### config.mk
export PLATFORM = sky130hd
export DESIGN_NAME = ddo_ctrl
export DESIGN_NICKNAME = d
export VERILOG_FILES = /design/src/ddo_pkg.sv /design/src/ddo_ctrl.sv
export SDC_FILE = /design/constraint.sdc
export NUM_CORES = 1
export LEC_CHECK = 0
export BUFFER_PORTS_ARGS = -buffer_cell sky130_fd_sc_hd__buf_2
export CAP_MARGIN = 10
export CORE_ASPECT_RATIO = 0.8
export CORE_MARGIN = 1
export CORE_UTILIZATION = 35
export DETAILED_ROUTE_END_ITERATION = 8
export PLACE_DENSITY_LB_ADDON = 0.15
export SKIP_CTS_REPAIR_TIMING = 1
export SLEW_MARGIN = 20
export SYNTH_ARGS = -nofsm -noshare
export SYNTH_HDL_FRONTEND = slang
export SYNTH_SLANG_ARGS = --single-unit
### constraint.sdc
create_clock -name clk -period 4.95 [get_ports clk]
set_input_delay 0 -clock clk [delete_from_list [all_inputs] [get_ports clk]]
set_output_delay 0 -clock clk [all_outputs]
set_load 0.01 [all_outputs]
### src/ddo_pkg.sv
// Shared types, constants and tables for the differential drive odometry block.
`default_nettype none
package ddo_pkg;

  localparam int FRAC_BITS = 16;

  localparam int ANG_W  = 32;
  localparam int CFG_W  = 16;
  localparam int HEAD_W = 20;
  localparam int DIFF_W = ANG_W + 1;
  localparam int PROD_W = DIFF_W + CFG_W + 1;
  localparam int TRV_W  = PROD_W - FRAC_BITS;
  localparam int NUM_W  = TRV_W + 1 + FRAC_BITS;
  localparam int DIV_W  = NUM_W + 1;
  localparam int DVS_W  = HEAD_W - 1;
  localparam int CNT_W  = $clog2(DIV_W + 1);
  localparam int HSUM_W = DIV_W + 1;
  localparam int Z_W    = 34;
  localparam int MP_W   = TRV_W + Z_W;
  localparam int INC_W  = MP_W - 30;
  localparam int POS_W  = INC_W + 1;

  localparam int ROT_STEPS = 24;
  localparam int ROT_W     = 5;

  localparam logic [63:0] TWO_PI_Q60 = 64'h6487ED5110B4611A;
  localparam logic [63:0] PI_Q60     = 64'h3243F6A8885A308D;
  localparam int TWO_PI_Q = int'(((TWO_PI_Q60 >> (59 - FRAC_BITS)) + 64'd1) >> 1);
  localparam int PI_Q     = int'(((PI_Q60 >> (59 - FRAC_BITS)) + 64'd1) >> 1);

  // 2 pi reduction: 12-bit digits, quotient digit by reciprocal multiply
  localparam int MOD_DIG  = 12;
  localparam int MOD_NDIG = (DIV_W + MOD_DIG - 1) / MOD_DIG;
  localparam int MOD_W    = MOD_NDIG * MOD_DIG;
  localparam int MOD_V_W  = DVS_W + MOD_DIG;
  localparam int MOD_SH   = 48;
  localparam int MOD_RC_W = 30;
  localparam int MCNT_W   = $clog2(2 * MOD_NDIG + 1);
  localparam logic [MOD_RC_W-1:0] MOD_RECIP =
    MOD_RC_W'((64'd1 << MOD_SH) / 64'(TWO_PI_Q));

  localparam logic signed [Z_W-1:0] PI_Q30      = 34'sd3373259426;
  localparam logic signed [Z_W-1:0] HALF_PI_Q30 = 34'sd1686629713;
  localparam logic signed [Z_W-1:0] ROT_GAIN    = 34'sh026DD3B6A;

  localparam logic REG_RADIUS = 1'b0;
  localparam logic REG_AXIS   = 1'b1;

  localparam logic [CFG_W-1:0] RADIUS_RST = 16'd1343;
  localparam logic [CFG_W-1:0] AXIS_RST   = 16'd3408;

  typedef struct packed {
    logic signed [ANG_W-1:0] left_angle;
    logic signed [ANG_W-1:0] right_angle;
  } in_data_t;

  typedef struct packed {
    logic signed [31:0]       x_position;
    logic signed [31:0]       z_position;
    logic signed [HEAD_W-1:0] heading;
  } out_data_t;

  typedef struct packed {
    logic             load_in;
    logic             mul_left;
    logic             mul_right;
    logic             div_start;
    logic             mod_start;
    logic             dth_load;
    logic             rot_prep;
    logic             rot_step;
    logic [ROT_W-1:0] rot_idx;
    logic             mul_sin;
    logic             mul_cos;
    logic             commit;
  } cmd_t;

  typedef struct packed {
    logic div_done;
    logic mod_done;
  } stat_t;

  function automatic logic [31:0] atan_q30(input logic [ROT_W-1:0] idx);
    logic [31:0] v;
    case (idx)
      5'd0:  v = 32'h3243F6A8;
      5'd1:  v = 32'h1DAC6705;
      5'd2:  v = 32'h0FADBAFC;
      5'd3:  v = 32'h07F56EA6;
      5'd4:  v = 32'h03FEAB76;
      5'd5:  v = 32'h01FFD55B;
      5'd6:  v = 32'h00FFFAAA;
      5'd7:  v = 32'h007FFF55;
      5'd8:  v = 32'h003FFFEA;
      5'd9:  v = 32'h001FFFFD;
      5'd10: v = 32'h000FFFFF;
      5'd11: v = 32'h0007FFFF;
      5'd12: v = 32'h0003FFFF;
      5'd13: v = 32'h0001FFFF;
      5'd14: v = 32'h0000FFFF;
      5'd15: v = 32'h00007FFF;
      5'd16: v = 32'h00003FFF;
      5'd17: v = 32'h00001FFF;
      5'd18: v = 32'h00000FFF;
      5'd19: v = 32'h000007FF;
      5'd20: v = 32'h000003FF;
      5'd21: v = 32'h000001FF;
      5'd22: v = 32'h000000FF;
      5'd23: v = 32'h0000007F;
      default: v = 32'h0;
    endcase
    return v;
  endfunction

endpackage
`default_nettype wire

### src/ddo_ctrl.sv
// Sequencer for one odometry update and the result handshake.
`default_nettype none
module ddo_ctrl (
  input  wire logic           clk,
  input  wire logic           rst_n,
  input  wire logic           in_valid,
  output logic                in_stall,
  output logic                out_valid,
  input  wire logic           out_stall,
  output ddo_pkg::cmd_t       cmd,
  input  wire ddo_pkg::stat_t stat
);
  import ddo_pkg::*;

  typedef enum logic [12:0] {
    S_IDLE      = 13'b0000000000001,
    S_MUL_L     = 13'b0000000000010,
    S_MUL_R     = 13'b0000000000100,
    S_DIVT_GO   = 13'b0000000001000,
    S_DIVT_WAIT = 13'b0000000010000,
    S_DTH       = 13'b0000000100000,
    S_MOD_GO    = 13'b0000001000000,
    S_MOD_WAIT  = 13'b0000010000000,
    S_PREP      = 13'b0000100000000,
    S_ROT       = 13'b0001000000000,
    S_MUL_S     = 13'b0010000000000,
    S_MUL_C     = 13'b0100000000000,
    S_DONE      = 13'b1000000000000
  } state_t;

  state_t           state_r, state_nxt;
  logic [ROT_W-1:0] rot_cnt_r, rot_cnt_nxt;
  logic             out_valid_r, out_valid_nxt;
  logic             can_commit;

  always_comb begin
    state_nxt   = state_r;
    rot_cnt_nxt = rot_cnt_r;
    cmd         = '0;
    cmd.rot_idx = rot_cnt_r;
    can_commit  = !out_valid_r || !out_stall;
    unique case (state_r)
      S_IDLE: begin
        if (in_valid) begin
          cmd.load_in = 1'b1;
          state_nxt   = S_MUL_L;
        end
      end
      S_MUL_L: begin
        cmd.mul_left = 1'b1;
        state_nxt    = S_MUL_R;
      end
      S_MUL_R: begin
        cmd.mul_right = 1'b1;
        state_nxt     = S_DIVT_GO;
      end
      S_DIVT_GO: begin
        cmd.div_start = 1'b1;
        state_nxt     = S_DIVT_WAIT;
      end
      S_DIVT_WAIT: begin
        if (stat.div_done) begin
          state_nxt = S_DTH;
        end
      end
      S_DTH: begin
        cmd.dth_load = 1'b1;
        state_nxt    = S_MOD_GO;
      end
      S_MOD_GO: begin
        cmd.mod_start = 1'b1;
        state_nxt     = S_MOD_WAIT;
      end
      S_MOD_WAIT: begin
        if (stat.mod_done) begin
          state_nxt = S_PREP;
        end
      end
      S_PREP: begin
        cmd.rot_prep = 1'b1;
        rot_cnt_nxt  = '0;
        state_nxt    = S_ROT;
      end
      S_ROT: begin
        cmd.rot_step = 1'b1;
        rot_cnt_nxt  = rot_cnt_r + ROT_W'(1);
        if (rot_cnt_r == ROT_W'(ROT_STEPS - 1)) begin
          state_nxt = S_MUL_S;
        end
      end
      S_MUL_S: begin
        cmd.mul_sin = 1'b1;
        state_nxt   = S_MUL_C;
      end
      S_MUL_C: begin
        cmd.mul_cos = 1'b1;
        state_nxt   = S_DONE;
      end
      S_DONE: begin
        if (can_commit) begin
          cmd.commit = 1'b1;
          state_nxt  = S_IDLE;
        end
      end
      default: begin
        state_nxt = S_IDLE;
      end
    endcase

    if (cmd.commit) begin
      out_valid_nxt = 1'b1;
    end else if (out_valid_r && !out_stall) begin
      out_valid_nxt = 1'b0;
    end else begin
      out_valid_nxt = out_valid_r;
    end
  end

  always_ff @(posedge clk) begin
    if (!rst_n) begin
      state_r     <= S_IDLE;
      rot_cnt_r   <= '0;
      out_valid_r <= 1'b0;
    end else begin
      state_r     <= state_nxt;
      rot_cnt_r   <= rot_cnt_nxt;
      out_valid_r <= out_valid_nxt;
    end
  end

  assign in_stall  = (state_r != S_IDLE);
  assign out_valid = out_valid_r;

endmodule
`default_nettype wire

==> results of run 1 <==
[logic make-up after synthesis]
family | after synthesis | synth area share, %
AOI/OAI and AO/OA | 26 | 17.2
xor gates and xnor gates | 4 | 3.02
adders and majority gates | 1 | 1.08
buffers and inverters | 7 | 5.72
DFF | 19 | 32.8
and+or+nand+nor | 66 | 40.2
[per-stage QoR]
step | area, sq um | total power (uW) | worst slack, ps
after global placement | 1270 | 230 | 3050
final | 1310 | 334 | 2890
after global routing | 1310 | 354 | 2710
after CTS | 1310 | 339 | 2890
after floorplan | 1160 | 212 | 3080
after detailed placement | 1270 | 230 | 2990
[how the worst min path moves through the flow]
stage,end,from,cells past startpoint
CTS,state_r[4],rst_n,2
global placement,cmd[0],out_stall,3
detailed placement,cmd[0],out_stall,3
floorplan,cmd[15],in_valid,2
finish,state_r[4],rst_n,2
global route,rot_cnt_r[3],rst_n,2
[synthesized netlist by cell type, drive strengths merged]
cell type,n
and2b,1
nor3b,2
xnor2,1
or3,3
a21oi,4
nor2b,2
ha,1
a22oi,1
o21a,5
dfxtp,19
a41o,1
inv,3
nand4,4
o21ai,7
o32ai,2
nor4,2
nor2,12
clkbuf,1
nand2,5
and2,6
nor4b,4
nand3,6
xor2,3
and3,2
a211oi,1
nand3b,3
and4b,5
a21o,1
a21boi,4
bufbuf,1
buf,2
or2,2
nor3,7
[layer usage]
layer / vias to the layer above / part of all wire [%]
li1: 509 / -
met4: 0 / 0.79
met2: 19 / 45
met3: 2 / 4.4
met5: - / 0
met1: 457 / 50
[power by group]
part           internal (uW)  total [uW]  switching (uW)
clock network           57.2         106            49.1
registers                157         163            5.98
logic                   26.7        65.2            38.4
total                    241         334            93.6
[worst reg2reg max path, stage by stage, from the launching register on]
cell,delay [ps]
dfxtp_1,360
nor4_4,550
nand3_1,270
nor3_1,360
nor3_2,130
and4b_1,220
[sequential cells by signal (all words and copies together) (netlist names)]
signal / cells
rot_cnt_r: 5
out_valid: 1
state_r: 13
[layout make-up]
cell class	instances	area, sq um	area share, %
Sequential cell	19	380	29.0
Multi-Input combinational cell	97	712	54.2
Clock buffer	4	45.0	3.43
Timing Repair Buffer	23	115	8.76
Tap cell	40	50.0	3.81
Inverter	3	11.3	0.857
==> impl_metrics.toml, run 1 <==
[status]
outcome = "complete, no violations"

[clocking]
cts_buffers = 3
cts_max_level = 1
insertion_delay_ps = 250
clockBufferDepth = 2
root_buffer = "clkbuf_8"
cts_tree = "yes"
cts_sinks = 19
cts.clk_slew.worst_paths_ps = 70

[floorplanning]
die_area_sq_um = 3550
start_util_pct = 37.0
core_area_sq_um = 3130
die_w_um = 66.3
die_h_um = 53.5
io_pins = 24
num_rows = 18

[timing]
min_period_ps = 2060
slew-limit-headroom_pct = 63.3
maxClockFrequency_mhz = 486
rsz0062_at_grt = "no"
worst_pin_slew_ps = 546
finalHoldViolCount = 0
hold_ws_ps = 87.9
layout_worst_path_cycle_share_pct = 41.6
maxSlewViolCount = 0
skew_ps = 0.541
setup_tns_ps = 0
setup_viol = 0

[final_layout]
fillerInstances = 313
area_delta_synth_final_pct = 13.4
layout_commonest_cell = "buf_2"
drive_gt1_share_pct = 30.1
layout_common_cells = "buf_2, dfxtp_1, nor2_1, o21ai_0"
nets = 154
antennaDiodeCount = 0
stdcell_count = 186
finish.utilization_pct = 42.0

[synth]
yosysWarnings = 0
ys_ff_latch = 19
synth_area_leader_cell = "dfxtp_1"
yosysTopAreaCellShare_pct = 32.8
syn-cell-area_sq_um = 1160
synth_area_leaders = "dfxtp_1, nor2_1, nor4_4"
synth_cell_types = 44
avgSynthCellArea_sq_um = 9.42
synth_nets = 130
syn_inst = 123
ys_seq_area_share_pct = 32.8

[drt]
routedWlPerCell_um = 13.6
routed_wirelength_um = 2540
drtPass1Iterations = 5
drtAntennaViolNets = 0
dr_total_vias = 987
vias_per_cell = 5.31
drc_errors = 0
drt_iter0_markers = 31

[global_routing]
busiest_layer = "met2"
grt_use_met3_pct = 4.53
antenna_found_initial = 0
grt_start_max_net_pins = 12
track_usage_pct = 15.6
met1_usage_pct = 21.0
grt_pass1_wl_um = 4020
overflow = 0
grt_use_met2_pct = 24.0
grt_pass1_vias = 867

[critical_path]
endpoint_kind = "output pin"
cp_top_family = "simple AND/OR/NAND/NOR gates"
crit_path_end = "cmd[11]"
cp.depth = 6
cp-startpoint = "state_r[0]"
critPathKind = "flop to output pin"
worstSetupStartpointType = "flop"
reg2reg_to = "state_r[8]"
reg2reg_depth = 5
path_buf_inv = 2
max_stage_delay_ps = 540
cp_data_required_time_ps = 4950
reg2reg_slack_ps = 2970
worstPathArrival_ps = 2060
critPathMaxFanout = 7
r2r-start = "state_r[0]"
path_cells = "nor4_4, nand3_1, nor3_1, nand3b_1, inv_1, buf_2"
cpMaxStageDelayCell = "nor4_4"

[pwr]
p_per_area_nw_per_um2 = 254
p_leak_uw = 0.000575
peakVddDrop_uv = 211

[run]
maxCapViolCount = 0

[placed_design]
place_inst = 182
gp_congestion = 0.732
port_buffers = 23
dp_hpwl_um = 1930

[min_path]
holdCritPathClass = "input port to flop"
Power figures use the tool's default switching activity.
==> run 2, diff against run 1 <==
- clock period: 4.95 -> 1.9 ns (I/O delays scaled with it)
==> impl_metrics.toml, run 2 (same netlist as run 1, synthesis figures left out) <==
[status]
outcome = "complete, no violations"

[timing]
setup_tns_ps = 0
finalHoldViolCount = 0
setup_viol = 0
maxClockFrequency_mhz = 557
skew_ps = 2.27
worst_pin_slew_ps = 414
min_period_ps = 1800
maxSlewViolCount = 0
slew-limit-headroom_pct = 72.2
layout_worst_path_cycle_share_pct = 94.5
rsz0062_at_grt = "no"

[drt]
wl_met2_um = 1210
routedWlPerCell_um = 13.3
highest_layer = "met4"
vias_per_cell = 5.19
dr_wl_met3_um = 97
drt_iter0_markers = 24
drc_errors = 0
drtAntennaViolNets = 0
drtPass1Iterations = 6
routed_wirelength_um = 2690
wl_met1_um = 1360
dr_total_vias = 1053

[pwr]
comb_power_share_pct = 22.6
intPower_uw = 656
netSwitchingPower_uw = 268
swShare_pct = 29.0
pwr-share-clk_pct = 31.6
p_leak_uw = 0.000667
p_per_area_nw_per_um2 = 631
peakVddDrop_uv = 555
fin_total_pwr_uw = 924
p_seq_share_pct = 45.9

[floorplanning]
io_pins = 24
die_area_sq_um = 3550
core_area_sq_um = 3130
die_h_um = 53.5
die_w_um = 66.3
num_rows = 18
start_util_pct = 37.0

[global_routing]
overflow = 0
grt_pass1_wl_um = 4070
antenna_found_initial = 0
grt_start_max_net_pins = 12
track_usage_pct = 16.2
grt_pass1_vias = 904

[final_layout]
layout_common_cells = "buf_2, dfxtp_1, buf_4, nor2_1, o21ai_0"
top_register = "state_r"
nets = 171
antennaDiodeCount = 0
area_delta_synth_final_pct = 26.3
seqCellArea_sq_um = 383
layout_commonest_cell = "buf_2"
drive_gt1_share_pct = 40.5
largest_register_ffs = 13
multiInputGateArea_sq_um = 732
fillerInstances = 319

[critical_path]
worstPathArrival_ps = 1980
critPathKind = "flop to flop"
critPathMaxFanout = 5
cp_data_required_time_ps = 2090
endpoint_kind = "flop"
worstSetupStartpointType = "flop"

[clocking]
insertion_delay_ps = 260
cts_max_level = 1
clockBufferDepth = 2
cts_sinks = 19
cts.clk_slew.worst_paths_ps = 70
cts_buffers = 3
cts_tree = "yes"
root_buffer = "clkbuf_8"

[placed_design]
dp_hpwl_um = 2050
gp_congestion = 0.869
port_buffers = 23

[min_path]
holdCritPathClass = "input port to flop"

[run]
maxCapViolCount = 0
-- run 2: power groups by stage --
| stage | registers, uW | logic (uW) | clock network, uW |
|---|---|---|---|
| after CTS | 422 | 201 | 301 |
| after global routing | 424 | 229 | 322 |
| final | 424 | 208 | 292 |
| after detailed placement | 431 | 200 | 0 |
| after global placement | 431 | 199 | 0 |
| after floorplan | 430 | 123 | 0 |
-- run 2: path summary, 6_finish.rpt --
path | slack, ps | startpoint | cells after the start | endpoint
min | 70 | rst_n | 2 | rot_cnt_r[3]
min reg2reg | 480 | rot_cnt_r[4] | 2 | rot_cnt_r[4]
max reg2reg | 100 | state_r[11] | 6 | state_r[5]
max | 100 | state_r[11] | 6 | state_r[5]
-- run 2: through the flow --
stage | setup slack (ps) | instances | hold WS, ps | cell area, sq um | util [%]
final | 104 | 203 | 73.5 | 1460 | 46.8
after global routing | 19.3 | 203 | 72.5 | 1460 | 46.8
after CTS | 1.62 | 199 | 68.9 | 1410 | 45.1
after detailed placement | 59.8 | 195 | 268 | 1370 | 43.6
after global placement | 129 | 195 | 263 | 1370 | 43.6
after floorplan | 31.1 | 123 | 108 | 1160 | -
-- run 2: cell type report --
type	count	area share (%)
inverters	3	0.769
repair buffers	40	16.6
well taps	40	3.42
clock buffers	4	3.08
multi-input cells	97	50.0
flip-flops and latches	19	26.2
-- run 2: worst max-delay path, cell delays in order (launching register included) --
cell     delay (ps)
dfxtp_1         470
nor3_4          100
buf_4           150
nand4_2         150
o32ai_4         130
or3_2           540
nor3_1          180
-- run 2: metal layers --
layer	track usage (%)	up-vias
li1	-	533
met1	20.1	498
met2	27.0	17
met3	5.17	5
met4	4.26	0
met5	0	-
==> run 3, diff against run 2 <==
- CTS_BUF_LIST: not set -> sky130_fd_sc_hd__clkbuf_4
- CTS_CLUSTER_DIAMETER: not set -> 200
- clock period: 1.9 -> 2.09 ns (I/O delays scaled with it)
==> impl_metrics.toml, run 3 (same netlist as run 1, synthesis figures left out) <==
[clocking]
clockBufferDepth = 2
root_buffer = "clkbuf_4"
cts.clk_slew.worst_paths_ps = 110
cts_max_level = 1
insertion_delay_ps = 310
cts_buffers = 3
cts_tree = "yes"
cts_sinks = 19

[placed_design]
dp_hpwl_um = 1990
port_buffers = 23
gp_congestion = 0.744
place_inst = 186

[drt]
routedWlPerCell_um = 13.6
highest_layer = "met4"
wl_met2_um = 1160
drtAntennaViolNets = 0
wl_met1_um = 1290
dr_wl_met3_um = 105
drt_iter0_markers = 27
dr_total_vias = 1027
drc_errors = 0
routed_wirelength_um = 2590
vias_per_cell = 5.41
drtPass1Iterations = 4

[final_layout]
top_register = "state_r"
stdcell_count = 190
antennaDiodeCount = 0
finish.utilization_pct = 42.4
layout_commonest_cell = "buf_2"
drive_gt1_share_pct = 32.7
layout_common_cells = "buf_2, dfxtp_1, nor2_1, o21ai_0"
nets = 158
area_delta_synth_final_pct = 14.7
largest_register_ffs = 13

[timing]
setup_tns_ps = 0
rsz0062_at_grt = "no"
setup_viol = 0
min_period_ps = 1950
slew-limit-headroom_pct = 62.7
layout_worst_path_cycle_share_pct = 93.1
maxClockFrequency_mhz = 514
maxSlewViolCount = 0
hold_ws_ps = 30.8
finalHoldViolCount = 0
skew_ps = 6.87
worst_pin_slew_ps = 551

[floorplanning]
die_h_um = 53.5
die_w_um = 66.3
start_util_pct = 37.0
die_area_sq_um = 3550
num_rows = 18
core_area_sq_um = 3130
io_pins = 24

[pwr]
p_leak_uw = 0.000591
peakVddDrop_uv = 299
p_per_area_nw_per_um2 = 570
fin_total_pwr_uw = 758

[min_path]
hold_start = "rst_n"
holdCritPathClass = "input port to flop"

[global_routing]
antenna_found_initial = 0
overflow = 0
grt_start_max_net_pins = 12
grt_pass1_vias = 880
grt_pass1_wl_um = 4130
track_usage_pct = 16.5

[critical_path]
r2r-start = "state_r[4]"
cp-startpoint = "state_r[4]"
endpoint_kind = "output pin"
critPathMaxFanout = 8
worstPathArrival_ps = 1950
reg2reg_slack_ps = 200
cp_data_required_time_ps = 2090
critPathKind = "flop to output pin"
worstSetupStartpointType = "flop"

[status]
outcome = "complete, no violations"

[run]
maxCapViolCount = 0
run 3: cell count changes in the layout (fill, tap and decap cells not counted):
cell      previous run  this run
buf_4               17         4
or2_2                1         2
dfxtp_2              2         0
dfxtp_1             17        19
nor4b_2              2         0
nor3_1               4         5
nor3_2               2         1
or2_4                1         0
nor4b_1              2         4
clkbuf_4             0         4
clkbuf_1             1         0
clkbuf_8             3         0
run 3: area by class of cell:
| class | count | area, sq um |
|---|---|---|
| repair buffers | 27 | 145 |
| inverters | 3 | 11.3 |
| fillers | 310 | 1800 |
| well taps | 40 | 50.0 |
| clock buffers | 4 | 30.0 |
| multi-input cells | 97 | 712 |
| flip-flops and latches | 19 | 380 |
run 3: final timing paths:
path | to | cells after the start
max | cmd[1] | 5
min | rot_cnt_r[3] | 2
max reg2reg | state_r[8] | 6
min reg2reg | rot_cnt_r[4] | 2
run 3: report_power, final:
group          switching (uW)  internal [uW]  leakage, uW
logic                    91.1           76.7     0.000419
registers                14.3            371     0.000154
clock network             117           87.5    0.0000184
run 3: through the flow:
stage | worst slack [ps] | instance area (sq um)
finish | 145 | 1330
global route | 17.5 | 1330
CTS | 131 | 1330
detailed placement | 227 | 1300
global placement | 272 | 1300
floorplan | 221 | 1160
run 3: critical path, cell delays in order (launching register included):
cell and delay [ps]:
dfxtp_1 410, nor4_4 280, buf_4 200, nand3_4 120, nor4b_1 410, buf_2 200
run 3: routing by layer:
metal,vias up,track usage (%)
met2,20,25.3
met3,5,5.17
met1,489,21.4
met4,0,6.03
met5,-,0
li1,513,-
